**config.mk**
```make
export PLATFORM = sky130hd
export DESIGN_NAME = chipset_config_register_file
export DESIGN_NICKNAME = d
export VERILOG_FILES = /design/src/hw/rtl/ccrf_pkg.sv /design/src/hw/rtl/ccrf_ctrl.sv /design/src/hw/rtl/ccrf_dp.sv /design/src/hw/rtl/chipset_config_register_file.sv
export SDC_FILE = /design/constraint.sdc
export NUM_CORES = 2
export LEC_CHECK = 0
export BUFFER_PORTS_ARGS = -buffer_cell sky130_fd_sc_hd__buf_2
export CAP_MARGIN = 30
export CORE_AREA = 3 3 468 470
export CTS_CLUSTER_SIZE = 12
export DETAILED_ROUTE_END_ITERATION = 10
export DIE_AREA = 0 0 471 473
export PLACE_DENSITY_LB_ADDON = 0.08
export SLEW_MARGIN = 5
export SYNTH_ARGS = -nofsm -noshare
export SYNTH_HDL_FRONTEND = slang
export SYNTH_SLANG_ARGS = --single-unit
```
**constraint.sdc**
```tcl
create_clock -name clk_i -period 29.8 [get_ports clk_i]
set_input_delay 1.49 -clock clk_i [delete_from_list [all_inputs] [get_ports clk_i]]
set_output_delay 1.49 -clock clk_i [all_outputs]
set_load 0.01 [all_outputs]
```
**src/hw/rtl/ccrf_pkg.sv**
```systemverilog
`default_nettype none
// ----------------------------------------------------------------------------
// ccrf_pkg: shared types and tables of the chipset config register file
// Holds operation codes, register addresses, reset defaults, write masks and
// the command and status structs between controller and datapath.
// ----------------------------------------------------------------------------
package ccrf_pkg;

  // register file geometry (fixed by the 8-bit address field)
  localparam int unsigned REG_COUNT = 256;
  localparam int unsigned ADDR_W    = 8;
  localparam int unsigned DATA_W    = 8;
  localparam int unsigned CNT_W     = 9;
  localparam int unsigned TDATA_W   = 24;
  localparam int unsigned TUSER_W   = 2;
  localparam int unsigned CFG_IDX_W = 1;
  localparam int unsigned CFG_DAT_W = 1;

  // operation carried with each input transaction
  typedef enum logic [1:0] {
    OP_READ  = 2'd0,
    OP_WRITE = 2'd1,
    OP_APM   = 2'd2,
    OP_TICK  = 2'd3
  } op_e;

  // configuration port indexes
  localparam logic [CFG_IDX_W-1:0] CFG_HAS_IDE  = 1'd0;
  localparam logic [CFG_IDX_W-1:0] CFG_BUS_FAST = 1'd1;

  // registers with side effects
  localparam logic [ADDR_W-1:0] ADDR_BUS_CTL = 8'h50;
  localparam logic [ADDR_W-1:0] ADDR_SMRAM   = 8'h70;
  localparam logic [ADDR_W-1:0] ADDR_SMI_CTL = 8'ha0;
  localparam logic [ADDR_W-1:0] ADDR_SMI_EN  = 8'ha2;
  localparam logic [ADDR_W-1:0] ADDR_FO_RELD = 8'ha8;
  localparam logic [ADDR_W-1:0] ADDR_SMI_STS = 8'haa;

  localparam logic [DATA_W-1:0] RD_NO_FUNC   = 8'hff;
  localparam logic [DATA_W-1:0] STS_APM_BIT  = 8'h80;
  localparam logic [DATA_W-1:0] STS_FO_BIT   = 8'h20;
  localparam logic [CNT_W-1:0]  FO_CNT_RESET = 9'd16;

  // controller to datapath commands
  typedef struct packed {
    logic              clear;
    logic [ADDR_W-1:0] clr_addr;
    logic              capture;
    logic              commit;
  } ccrf_cmd_t;

  // datapath to controller status
  typedef struct packed {
    logic out_free;
  } ccrf_status_t;

  // result of merging write data into a register
  typedef struct packed {
    logic              we;
    logic [DATA_W-1:0] val;
  } merge_t;

  // hard reset default of each register
  function automatic logic [DATA_W-1:0] reg_default(input logic [ADDR_W-1:0] addr);
    logic [DATA_W-1:0] v;
    unique case (addr)
      8'h00, 8'h02:                      v = 8'h86;
      8'h01, 8'h51, 8'h66, 8'h67:        v = 8'h80;
      8'h03:                             v = 8'h04;
      8'h04:                             v = 8'h07;
      8'h07, 8'h69:                      v = 8'h02;
      8'h4c:                             v = 8'h4d;
      8'h4e:                             v = 8'h03;
      8'h60, 8'h61, 8'h62, 8'h63, 8'h64: v = 8'h01;
      8'ha0:                             v = 8'h08;
      8'ha8:                             v = 8'h0f;
      default:                           v = 8'h00;
    endcase
    return v;
  endfunction

  // masked merge of a config write; SMRAM register handled separately,
  // reserved and read-only addresses come back with we clear
  function automatic merge_t reg_merge(input logic [ADDR_W-1:0] addr,
                                       input logic [DATA_W-1:0] old,
                                       input logic [DATA_W-1:0] data);
    merge_t m;
    m.we  = 1'b1;
    m.val = data;
    unique case (addr)
      8'h05:        m.val = data & 8'h01;
      8'h07:        m.val = old & ~(data & 8'hf0);
      8'h40, 8'h52: m.val = data & 8'h7f;
      8'h4c, 8'h51, 8'h57, 8'h68, 8'h69,
      8'h5a, 8'h5b, 8'h5c, 8'h5d, 8'h5e, 8'h5f,
      8'ha2, 8'ha5, 8'ha8, 8'hac, 8'hae:
                    m.val = data;
      8'h4d:        m.val = (old & 8'hef) | (data & 8'h10);
      8'h4e:        m.val = data & 8'hf7;
      8'h50:        m.val = data & 8'h0f;
      8'h53, 8'ha0: m.val = data & 8'h1f;
      8'h56:        m.val = data & 8'h3e;
      8'h59:        m.val = data & 8'hf0;
      8'h66, 8'h67: m.val = data & 8'h8f;
      8'ha4:        m.val = data & 8'hfb;
      8'ha7:        m.val = data & 8'he0;
      8'haa:        m.val = old & data;
      default:      m.we  = 1'b0;
    endcase
    return m;
  endfunction

endpackage
`default_nettype wire

```
**src/hw/rtl/ccrf_ctrl.sv**
```systemverilog
`default_nettype none
// ----------------------------------------------------------------------------
// ccrf_ctrl: sequencer of the chipset config register file
// Runs the clearing pass after reset, then steps each transaction through
// capture (register read) and commit (update and result load).
// ----------------------------------------------------------------------------
module ccrf_ctrl (
  input  wire                  clk_i,
  input  wire                  rst_ni,
  input  wire                  s_axis_tvalid,
  output logic                 s_axis_tready,
  input  ccrf_pkg::ccrf_status_t status_i,
  output ccrf_pkg::ccrf_cmd_t  cmd_o
);
  import ccrf_pkg::*;

  typedef enum logic [1:0] {
    ST_INIT,
    ST_IDLE,
    ST_EXEC
  } state_e;

  state_e            state_q;
  logic              ready_q;
  logic [ADDR_W-1:0] clr_q;
  logic              capture;
  logic              commit;

  // command decode
  assign capture = (state_q == ST_IDLE) && s_axis_tvalid;
  assign commit  = (state_q == ST_EXEC) && status_i.out_free;

  assign cmd_o.clear    = (state_q == ST_INIT);
  assign cmd_o.clr_addr = clr_q;
  assign cmd_o.capture  = capture;
  assign cmd_o.commit   = commit;
  assign s_axis_tready  = ready_q;

  // state and registered ready
  always_ff @(posedge clk_i or negedge rst_ni) begin
    if (!rst_ni) begin
      state_q <= ST_INIT;
      ready_q <= 1'b0;
      clr_q   <= '0;
    end else begin
      unique case (state_q)
        ST_INIT: begin
          clr_q <= clr_q + 1'b1;
          if (clr_q == ADDR_W'(REG_COUNT - 1)) begin
            state_q <= ST_IDLE;
            ready_q <= 1'b1;
          end
        end
        ST_IDLE: begin
          if (capture) begin
            state_q <= ST_EXEC;
            ready_q <= 1'b0;
          end
        end
        ST_EXEC: begin
          if (commit) begin
            state_q <= ST_IDLE;
            ready_q <= 1'b1;
          end
        end
        default: begin
          state_q <= ST_INIT;
          ready_q <= 1'b0;
        end
      endcase
    end
  end

  // no transaction taken while the clearing pass runs
  assert property (@(posedge clk_i) disable iff (!rst_ni)
    cmd_o.clear |-> !s_axis_tready)
    else $error("ready raised during clearing pass");

  // an accepted transaction blocks the next one until committed
  assert property (@(posedge clk_i) disable iff (!rst_ni)
    capture |=> !s_axis_tready && !capture)
    else $error("second transaction taken before commit");

  // a commit reopens the input side
  assert property (@(posedge clk_i) disable iff (!rst_ni)
    commit |=> s_axis_tready)
    else $error("input not reopened after commit");

endmodule
`default_nettype wire

```
**src/hw/rtl/ccrf_dp.sv**
```systemverilog
`default_nettype none
// ----------------------------------------------------------------------------
// ccrf_dp: datapath of the chipset config register file
// Register memory with masked read-modify-write, SMRAM lock and decode,
// APM and fast-off status, fast-off counter and the result register.
// ----------------------------------------------------------------------------
module ccrf_dp (
  input  wire                                clk_i,
  input  wire                                rst_ni,
  input  ccrf_pkg::ccrf_cmd_t                cmd_i,
  output ccrf_pkg::ccrf_status_t             status_o,
  input  wire                                cfg_we_i,
  input  wire  [ccrf_pkg::CFG_IDX_W-1:0]     cfg_idx_i,
  input  wire  [ccrf_pkg::CFG_DAT_W-1:0]     cfg_data_i,
  input  wire  [ccrf_pkg::TDATA_W-1:0]       s_axis_tdata,
  input  wire  [ccrf_pkg::TUSER_W-1:0]       s_axis_tuser,
  output logic                               m_axis_tvalid,
  input  wire                                m_axis_tready,
  output logic [ccrf_pkg::TDATA_W-1:0]       m_axis_tdata
);
  import ccrf_pkg::*;

  // register memory
  logic [DATA_W-1:0] mem [REG_COUNT];
  logic [DATA_W-1:0] rdata_q;
  logic              mem_we;
  logic [ADDR_W-1:0] mem_waddr;
  logic [DATA_W-1:0] mem_wdata;
  logic [ADDR_W-1:0] rd_addr;

  // captured transaction
  op_e               op_q;
  logic [2:0]        fn_q;
  logic [ADDR_W-1:0] addr_q;
  logic [DATA_W-1:0] wdata_q;
  op_e               op_in;

  // architectural side state
  logic [DATA_W-1:0] r70_q, r70_d;
  logic              lock_q, lock_d;
  logic              a0b0_q, a0b0_d;
  logic              a2b7_q, a2b7_d;
  logic [DATA_W-1:0] a8_q, a8_d;
  logic              b50_q, b50_d;
  logic [CNT_W-1:0]  cnt_q, cnt_d;

  // update results
  logic              wr_en;
  logic [DATA_W-1:0] wr_val;
  logic [ADDR_W-1:0] wr_addr;
  logic              fn_zero;
  merge_t            merge;
  logic [DATA_W-1:0] rd_byte;
  logic [DATA_W-1:0] read_data;
  logic              smi;
  logic              apm_en_cur;
  logic              apm_en_nxt;
  logic [2:0]        sel;
  logic              en;
  logic [3:0]        host_blk;
  logic [3:0]        ram_blk;
  logic              out_valid_q;
  logic [TDATA_W-1:0] out_data_q;

  assign op_in      = op_e'(s_axis_tuser);
  assign rd_addr    = (op_in == OP_APM || op_in == OP_TICK) ? ADDR_SMI_STS
                                                            : s_axis_tdata[10:3];
  assign fn_zero    = (fn_q == 3'd0);
  assign apm_en_cur = a0b0_q && a2b7_q;
  assign wr_addr    = (op_q == OP_WRITE) ? addr_q : ADDR_SMI_STS;
  assign merge      = reg_merge(addr_q, rdata_q, wdata_q);

  // per-operation update
  always_comb begin
    wr_en  = 1'b0;
    wr_val = rdata_q;
    r70_d  = r70_q;
    lock_d = lock_q;
    a0b0_d = a0b0_q;
    a2b7_d = a2b7_q;
    a8_d   = a8_q;
    b50_d  = b50_q;
    cnt_d  = cnt_q;
    smi    = 1'b0;
    unique case (op_q)
      OP_READ: begin
      end
      OP_WRITE: begin
        if (fn_zero) begin
          if (addr_q == ADDR_SMRAM) begin
            wr_en = 1'b1;
            if (lock_q) begin
              r70_d = (r70_q & 8'hdf) | (wdata_q & 8'h20);
            end else begin
              r70_d  = (r70_q & 8'h88) | (wdata_q & 8'h77);
              lock_d = wdata_q[4];
              if (wdata_q[4]) begin
                r70_d = r70_d & 8'hbf;
              end
            end
            wr_val = r70_d;
          end else begin
            wr_en  = merge.we;
            wr_val = merge.val;
            if (addr_q == ADDR_SMI_CTL) begin
              a0b0_d = wdata_q[0];
              cnt_d  = {1'b0, a8_q} + CNT_W'(1);
            end
            if (addr_q == ADDR_SMI_EN) begin
              a2b7_d = wdata_q[7];
            end
            if (addr_q == ADDR_FO_RELD) begin
              a8_d  = wdata_q;
              cnt_d = {1'b0, wdata_q} + CNT_W'(1);
            end
            if (addr_q == ADDR_BUS_CTL) begin
              b50_d = wdata_q[1];
            end
          end
        end
      end
      OP_APM: begin
        if (apm_en_cur) begin
          wr_en  = 1'b1;
          wr_val = rdata_q | STS_APM_BIT;
        end
      end
      OP_TICK: begin
        wr_en  = 1'b1;
        wr_val = rdata_q | STS_FO_BIT;
        cnt_d  = cnt_q - CNT_W'(1);
        smi    = 1'b1;
      end
      default: begin
      end
    endcase
  end

  // memory write port: clearing pass or commit
  assign mem_we    = cmd_i.clear || (cmd_i.commit && wr_en);
  assign mem_waddr = cmd_i.clear ? cmd_i.clr_addr : wr_addr;
  assign mem_wdata = cmd_i.clear ? reg_default(cmd_i.clr_addr) : wr_val;

  always_ff @(posedge clk_i) begin
    if (mem_we) begin
      mem[mem_waddr] <= mem_wdata;
    end
    if (cmd_i.capture) begin
      rdata_q <= mem[rd_addr];
    end
  end

  // transaction capture
  always_ff @(posedge clk_i) begin
    if (cmd_i.capture) begin
      op_q    <= op_in;
      fn_q    <= s_axis_tdata[2:0];
      addr_q  <= s_axis_tdata[10:3];
      wdata_q <= s_axis_tdata[18:11];
    end
  end

  // side state, bus speed strap from the config port
  always_ff @(posedge clk_i or negedge rst_ni) begin
    if (!rst_ni) begin
      r70_q  <= '0;
      lock_q <= 1'b0;
      a0b0_q <= 1'b0;
      a2b7_q <= 1'b0;
      a8_q   <= 8'h0f;
      b50_q  <= 1'b0;
      cnt_q  <= FO_CNT_RESET;
    end else begin
      if (cmd_i.commit) begin
        r70_q  <= r70_d;
        lock_q <= lock_d;
        a0b0_q <= a0b0_d;
        a2b7_q <= a2b7_d;
        a8_q   <= a8_d;
        b50_q  <= b50_d;
        cnt_q  <= cnt_d;
      end else if (cfg_we_i && cfg_idx_i == CFG_BUS_FAST) begin
        b50_q <= cfg_data_i[0];
      end
    end
  end

  // read data, bus speed bit kept outside the memory
  always_comb begin
    rd_byte = rdata_q;
    if (addr_q == ADDR_BUS_CTL) begin
      rd_byte[1] = b50_q;
    end
    read_data = '0;
    if (op_q == OP_READ) begin
      read_data = fn_zero ? rd_byte : RD_NO_FUNC;
    end
  end

  // SMRAM decode and APM enable after the update
  assign apm_en_nxt = a0b0_d && a2b7_d;
  assign sel        = r70_d[2:0];
  assign en         = (sel >= 3'd2);
  assign host_blk   = en ? {1'b1, sel} : 4'h0;
  assign ram_blk    = en ? ((sel == 3'd3) ? 4'hb : 4'ha) : 4'h0;

  // result register
  always_ff @(posedge clk_i or negedge rst_ni) begin
    if (!rst_ni) begin
      out_valid_q <= 1'b0;
    end else if (cmd_i.commit) begin
      out_valid_q <= 1'b1;
    end else if (m_axis_tready) begin
      out_valid_q <= 1'b0;
    end
  end

  always_ff @(posedge clk_i) begin
    if (cmd_i.commit) begin
      out_data_q <= {3'b000, !r70_d[5], (r70_d[6:4] == 3'b100), ram_blk, host_blk,
                     en, apm_en_nxt, smi, read_data};
    end
  end

  assign m_axis_tvalid     = out_valid_q;
  assign m_axis_tdata      = out_data_q;
  assign status_o.out_free = !out_valid_q || m_axis_tready;

  // a commit never overwrites a result still waiting
  assert property (@(posedge clk_i) disable iff (!rst_ni)
    cmd_i.commit |-> !(out_valid_q && !m_axis_tready))
    else $error("result overwritten before transfer");

  // SMRAM lock is sticky until reset
  assert property (@(posedge clk_i) disable iff (!rst_ni)
    lock_q |=> lock_q)
    else $error("SMRAM lock dropped");

  // a fast-off tick always reports an SMI
  assert property (@(posedge clk_i) disable iff (!rst_ni)
    (cmd_i.commit && op_q == OP_TICK) |=> (m_axis_tvalid && m_axis_tdata[8]))
    else $error("fast-off tick without SMI");

endmodule
`default_nettype wire

```
**src/hw/rtl/chipset_config_register_file.sv**
```systemverilog
`default_nettype none
// ----------------------------------------------------------------------------
// chipset_config_register_file: 256-byte bridge configuration space
// Masked register writes, SMRAM lock and window decode, APM and fast-off
// SMI status, one result per transaction.
//
//   channel   direction  signals                        contents
//   s_axis    in         tvalid tready tdata tuser      one operation
//   m_axis    out        tvalid tready tdata            one result
//   cfg       in         cfg_we_i cfg_idx_i cfg_data_i  strap registers
//
// Each transaction is first captured, with a read of the register memory
// (registered read port), then merged, written back and loaded into the
// result register.
// After reset a clearing pass loads the default values into the memory;
// s_axis_tready stays low until it ends.
// A full result register holds the transaction in its commit step until
// m_axis_tready frees it; a waiting result does not block capture.
// ----------------------------------------------------------------------------
module chipset_config_register_file (
  input  wire                                clk_i,
  input  wire                                rst_ni,
  // configuration port
  input  wire                                cfg_we_i,
  input  wire  [ccrf_pkg::CFG_IDX_W-1:0]     cfg_idx_i,
  input  wire  [ccrf_pkg::CFG_DAT_W-1:0]     cfg_data_i,
  // input transactions
  input  wire                                s_axis_tvalid,
  output logic                               s_axis_tready,
  // pci_function[2:0], reg_addr[10:3], write_data[18:11], zero fill
  input  wire  [ccrf_pkg::TDATA_W-1:0]       s_axis_tdata,
  // func[1:0]
  input  wire  [ccrf_pkg::TUSER_W-1:0]       s_axis_tuser,
  // results
  output logic                               m_axis_tvalid,
  input  wire                                m_axis_tready,
  // read_data[7:0], smi_pulse[8], apm_smi_enable[9], smram_enabled[10],
  // smram_host_block[14:11], smram_ram_block[18:15], smram_open_flag[19],
  // smram_not_closed[20], zero fill
  output logic [ccrf_pkg::TDATA_W-1:0]       m_axis_tdata
);
  import ccrf_pkg::*;

  ccrf_cmd_t    cmd;
  ccrf_status_t status;

  // sequencer
  ccrf_ctrl u_ctrl (
    .clk_i         (clk_i),
    .rst_ni        (rst_ni),
    .s_axis_tvalid (s_axis_tvalid),
    .s_axis_tready (s_axis_tready),
    .status_i      (status),
    .cmd_o         (cmd)
  );

  // register memory and decode
  ccrf_dp u_dp (
    .clk_i         (clk_i),
    .rst_ni        (rst_ni),
    .cmd_i         (cmd),
    .status_o      (status),
    .cfg_we_i      (cfg_we_i),
    .cfg_idx_i     (cfg_idx_i),
    .cfg_data_i    (cfg_data_i),
    .s_axis_tdata  (s_axis_tdata),
    .s_axis_tuser  (s_axis_tuser),
    .m_axis_tvalid (m_axis_tvalid),
    .m_axis_tready (m_axis_tready),
    .m_axis_tdata  (m_axis_tdata)
  );

endmodule
`default_nettype wire
```
==> impl_metrics.yaml <==
synth:
  netlist_instances: 5334
  seq_area_frac_synth_pct: 73.7
  synth_async_sr_flop_share_pct: 0.992
  ys_ff_latch: 2116
  avgSynthCellArea_um2: 16.1
  synth_warnings: 0
  synth_edf_count: 2095
  ys_types: 88
  synth_flop_cell: "edfxtp_1"
  synthesis.area_mm2: 0.0861
route:
  routed_via_density: 5.83
  initialDrtViolationCount: 5114
  wl_per_cell_um: 30.6
  drt_first_pass_iters: 5
  drc: 0
  drt-total-wl_mm: 259
  vias: 49200
  ant_nets: 0
grt:
  grt_pass1_wl_mm: 367
  grt_overflow: 0
  grt_usage_pct: 22.9
  antenna_found_initial: 12
  grt_max_degree: 208
  first_global_vias: 48800
setup_path:
  reg2reg_depth: 7
  crit_start: "s_axis_tuser[1]"
  cp.arrival_ns: 7.89
  path_max_fanout: 106
  end_kind: "flop"
  crit_required_ns: 30.40
  r2r_start: "u_dp.addr_q[1]$_DFFE_PP_"
  path_class: "in -> reg"
  crit_path_start_kind: "primary input"
cts:
  htree_levels: 4
  post-cts-setup-buffers: 0
  clk_latency_ns: 0.88
  clockBufferDepth: 3
  cts_tree: "built"
  clkSinkCount: 2116
  clkTransAtPathRegs_ns: 0.06
  ctsResizeCount: 0
  ctsHoldBuffers: 0
  ctsRootBufferMaster: "clkbuf_16"
  cts_buffers: 224
place:
  preCtsSetupSlack_ns: 21.69
  dpl_cell_area_mm2: 0.0897
  place_congestion: 0.850
  dp_cells: 8023
  dp_hpwl_mm: 155
  port-buffer-count: 49
layout:
  final_cell_area_mm2: 0.0966
  drive_above_1_share_pct: 14.2
  final_cells: 8442
  mostFrequentLayoutCell: "edfxtp_1"
  layout_common_cells: "edfxtp_1, nand2_1, mux2i_1"
  areaGrowthSynthToFinish_pct: 12.2
  post-route-util_pct: 45.0
  fin_nets: 5458
sta:
  period_share_pct: 24.5
  clock_skew_ns: 0.0433
  setup_tns_ns: 0
  hold_viol: 0
  slew_headroom_pct: 17.3
  hold_slack_ns: 0.502
  period_needed_ns: 7.29
  worstMarginPinSlew_ns: 1.22
  drv_slew: 0
  rsz0062_at_grt: "no"
  max_freq_mhz: 137
  setup_viol: 0
  setup_ws_ns: 22.51
worst_hold_path:
  min_path_type: "reg -> reg"
  holdPathStages: 2
  min-delay-start: "u_dp.r70_q[5]$_DFFE_PN0P_"
run:
  maxCapViolCount: 0
floorplan:
  io_pins: 59
  dieArea_mm2: 0.223
  die-height_um: 473
  rows: 170
  start_util_pct: 40.1
  die_width_um: 471
  core-area_mm2: 0.215
power:
  power_density_mw_per_mm2: 81.4
  p_seq_share_pct: 48.9
  swShare_pct: 29.9
  p_sw_mw: 2.35
  pwr-share-clk_pct: 33.4
  vdd_ir_drop_max_v: 0.0000798
  power_frac_comb_pct: 17.7
  p_int_mw: 5.51
  power_mw: 7.86
  power_leakage_nw: 31.5
run_status:
  status: "complete, no violations"
routing by layer:
layer	track usage [%]	vias to the layer above	wire, µm
met2	35.9	1578	120000
met3	3.85	348	16500
met4	6.82	4	7150
li1	-	21500	-
met5	0	-	27
met1	32.7	25800	115000
worst max-delay path, cell delays in order:
cell and delay, ns:
buf_4 0.47, nand2b_4 0.85, buf_12 0.62, buf_4 0.59, buf_4 0.77, buf_4 0.84
mux4_2 0.59, o21ai_0 0.45, o21ai_0 0.20, a32o_1 0.43, a31o_1 0.33
final timing paths:
check	end	slack (ns)
worst max-delay path	u_dp.rdata_q[7]$_DFFE_PP_	22.51
worst min-delay path	u_dp.r70_q[5]$_DFFE_PN0P_	0.50
worst max register to register	u_dp.mem[218][2]$_DFFE_PP_	24.24
worst min register to register	u_dp.r70_q[5]$_DFFE_PN0P_	0.50
max in group asynchronous	u_ctrl.clr_q[3]$_DFFE_PN0P_	28.88
min in group asynchronous	u_dp.m_axis_tvalid$_DFFE_PN0P_	0.58
synthesized netlist by cell type, types with 82 or more instances:
cell      instances  share of area (%)
edfxtp_1       2095                 73
a211oi_1         82               0.72
o21ai_0         190                1.1
nand3_1         128               0.74
nor2_1          279                1.2
mux2i_1         383                4.5
a21oi_1         149               0.87
clkbuf_1        151               0.66
nand2_1         485                2.1
mux4_2          135                3.5
o221ai_1         98                1.0
buf_2           138               0.80
layout make-up:
type / count / area [µm²]
Antenna cell: 4 / 10.0
Clock buffer: 299 / 6040
Clock inverter: 106 / 736
Fill cell: 18900 / 118000
Inverter: 16 / 62.6
Multi-Input combinational cell: 2825 / 20900
Sequential cell: 2116 / 63400
Tap cell: 2838 / 3550
Timing Repair Buffer: 238 / 1840
flip-flops by register name (all words and copies together), names as in the netlist:
register,cells
u_dp.addr_q,8
u_dp.r70_q,6
u_dp.wdata_q,8
u_ctrl.state_q,2
u_dp.mem,2048
u_dp.b50_q,1
u_dp.op_q,2
u_dp.a0b0_q,1
u_dp.fn_q,3
u_dp.a2b7_q,1
u_dp.m_axis_tvalid,1
u_dp.lock_q,1
u_dp.rdata_q,8
u_ctrl.clr_q,8
u_dp.m_axis_tdata,18
power by group through the flow:
| stage | clock network, mW | registers [mW] | logic (mW) |
|---|---|---|---|
| after floorplan | 0 | 4.13 | 0.653 |
| after global placement | 0 | 3.91 | 1.36 |
| after detailed placement | 0 | 3.91 | 1.40 |
| after CTS | 2.67 | 3.84 | 1.40 |
| after global routing | 2.79 | 3.85 | 1.47 |
| final | 2.62 | 3.84 | 1.40 |
logic make-up after synthesis:
logic type	count (synthesis)	share of synthesized area, %
AOI/OAI and AO/OA	1038	8.54
xor gates and xnor gates	11	0.112
adders and majority gates	4	0.0582
buffers and inverters	396	2.33
DFF	2116	73.7
muxes	588	8.90
other	1	0.00436
and+or+nand+nor	1180	6.35
(Power assumes the default switching activity.)
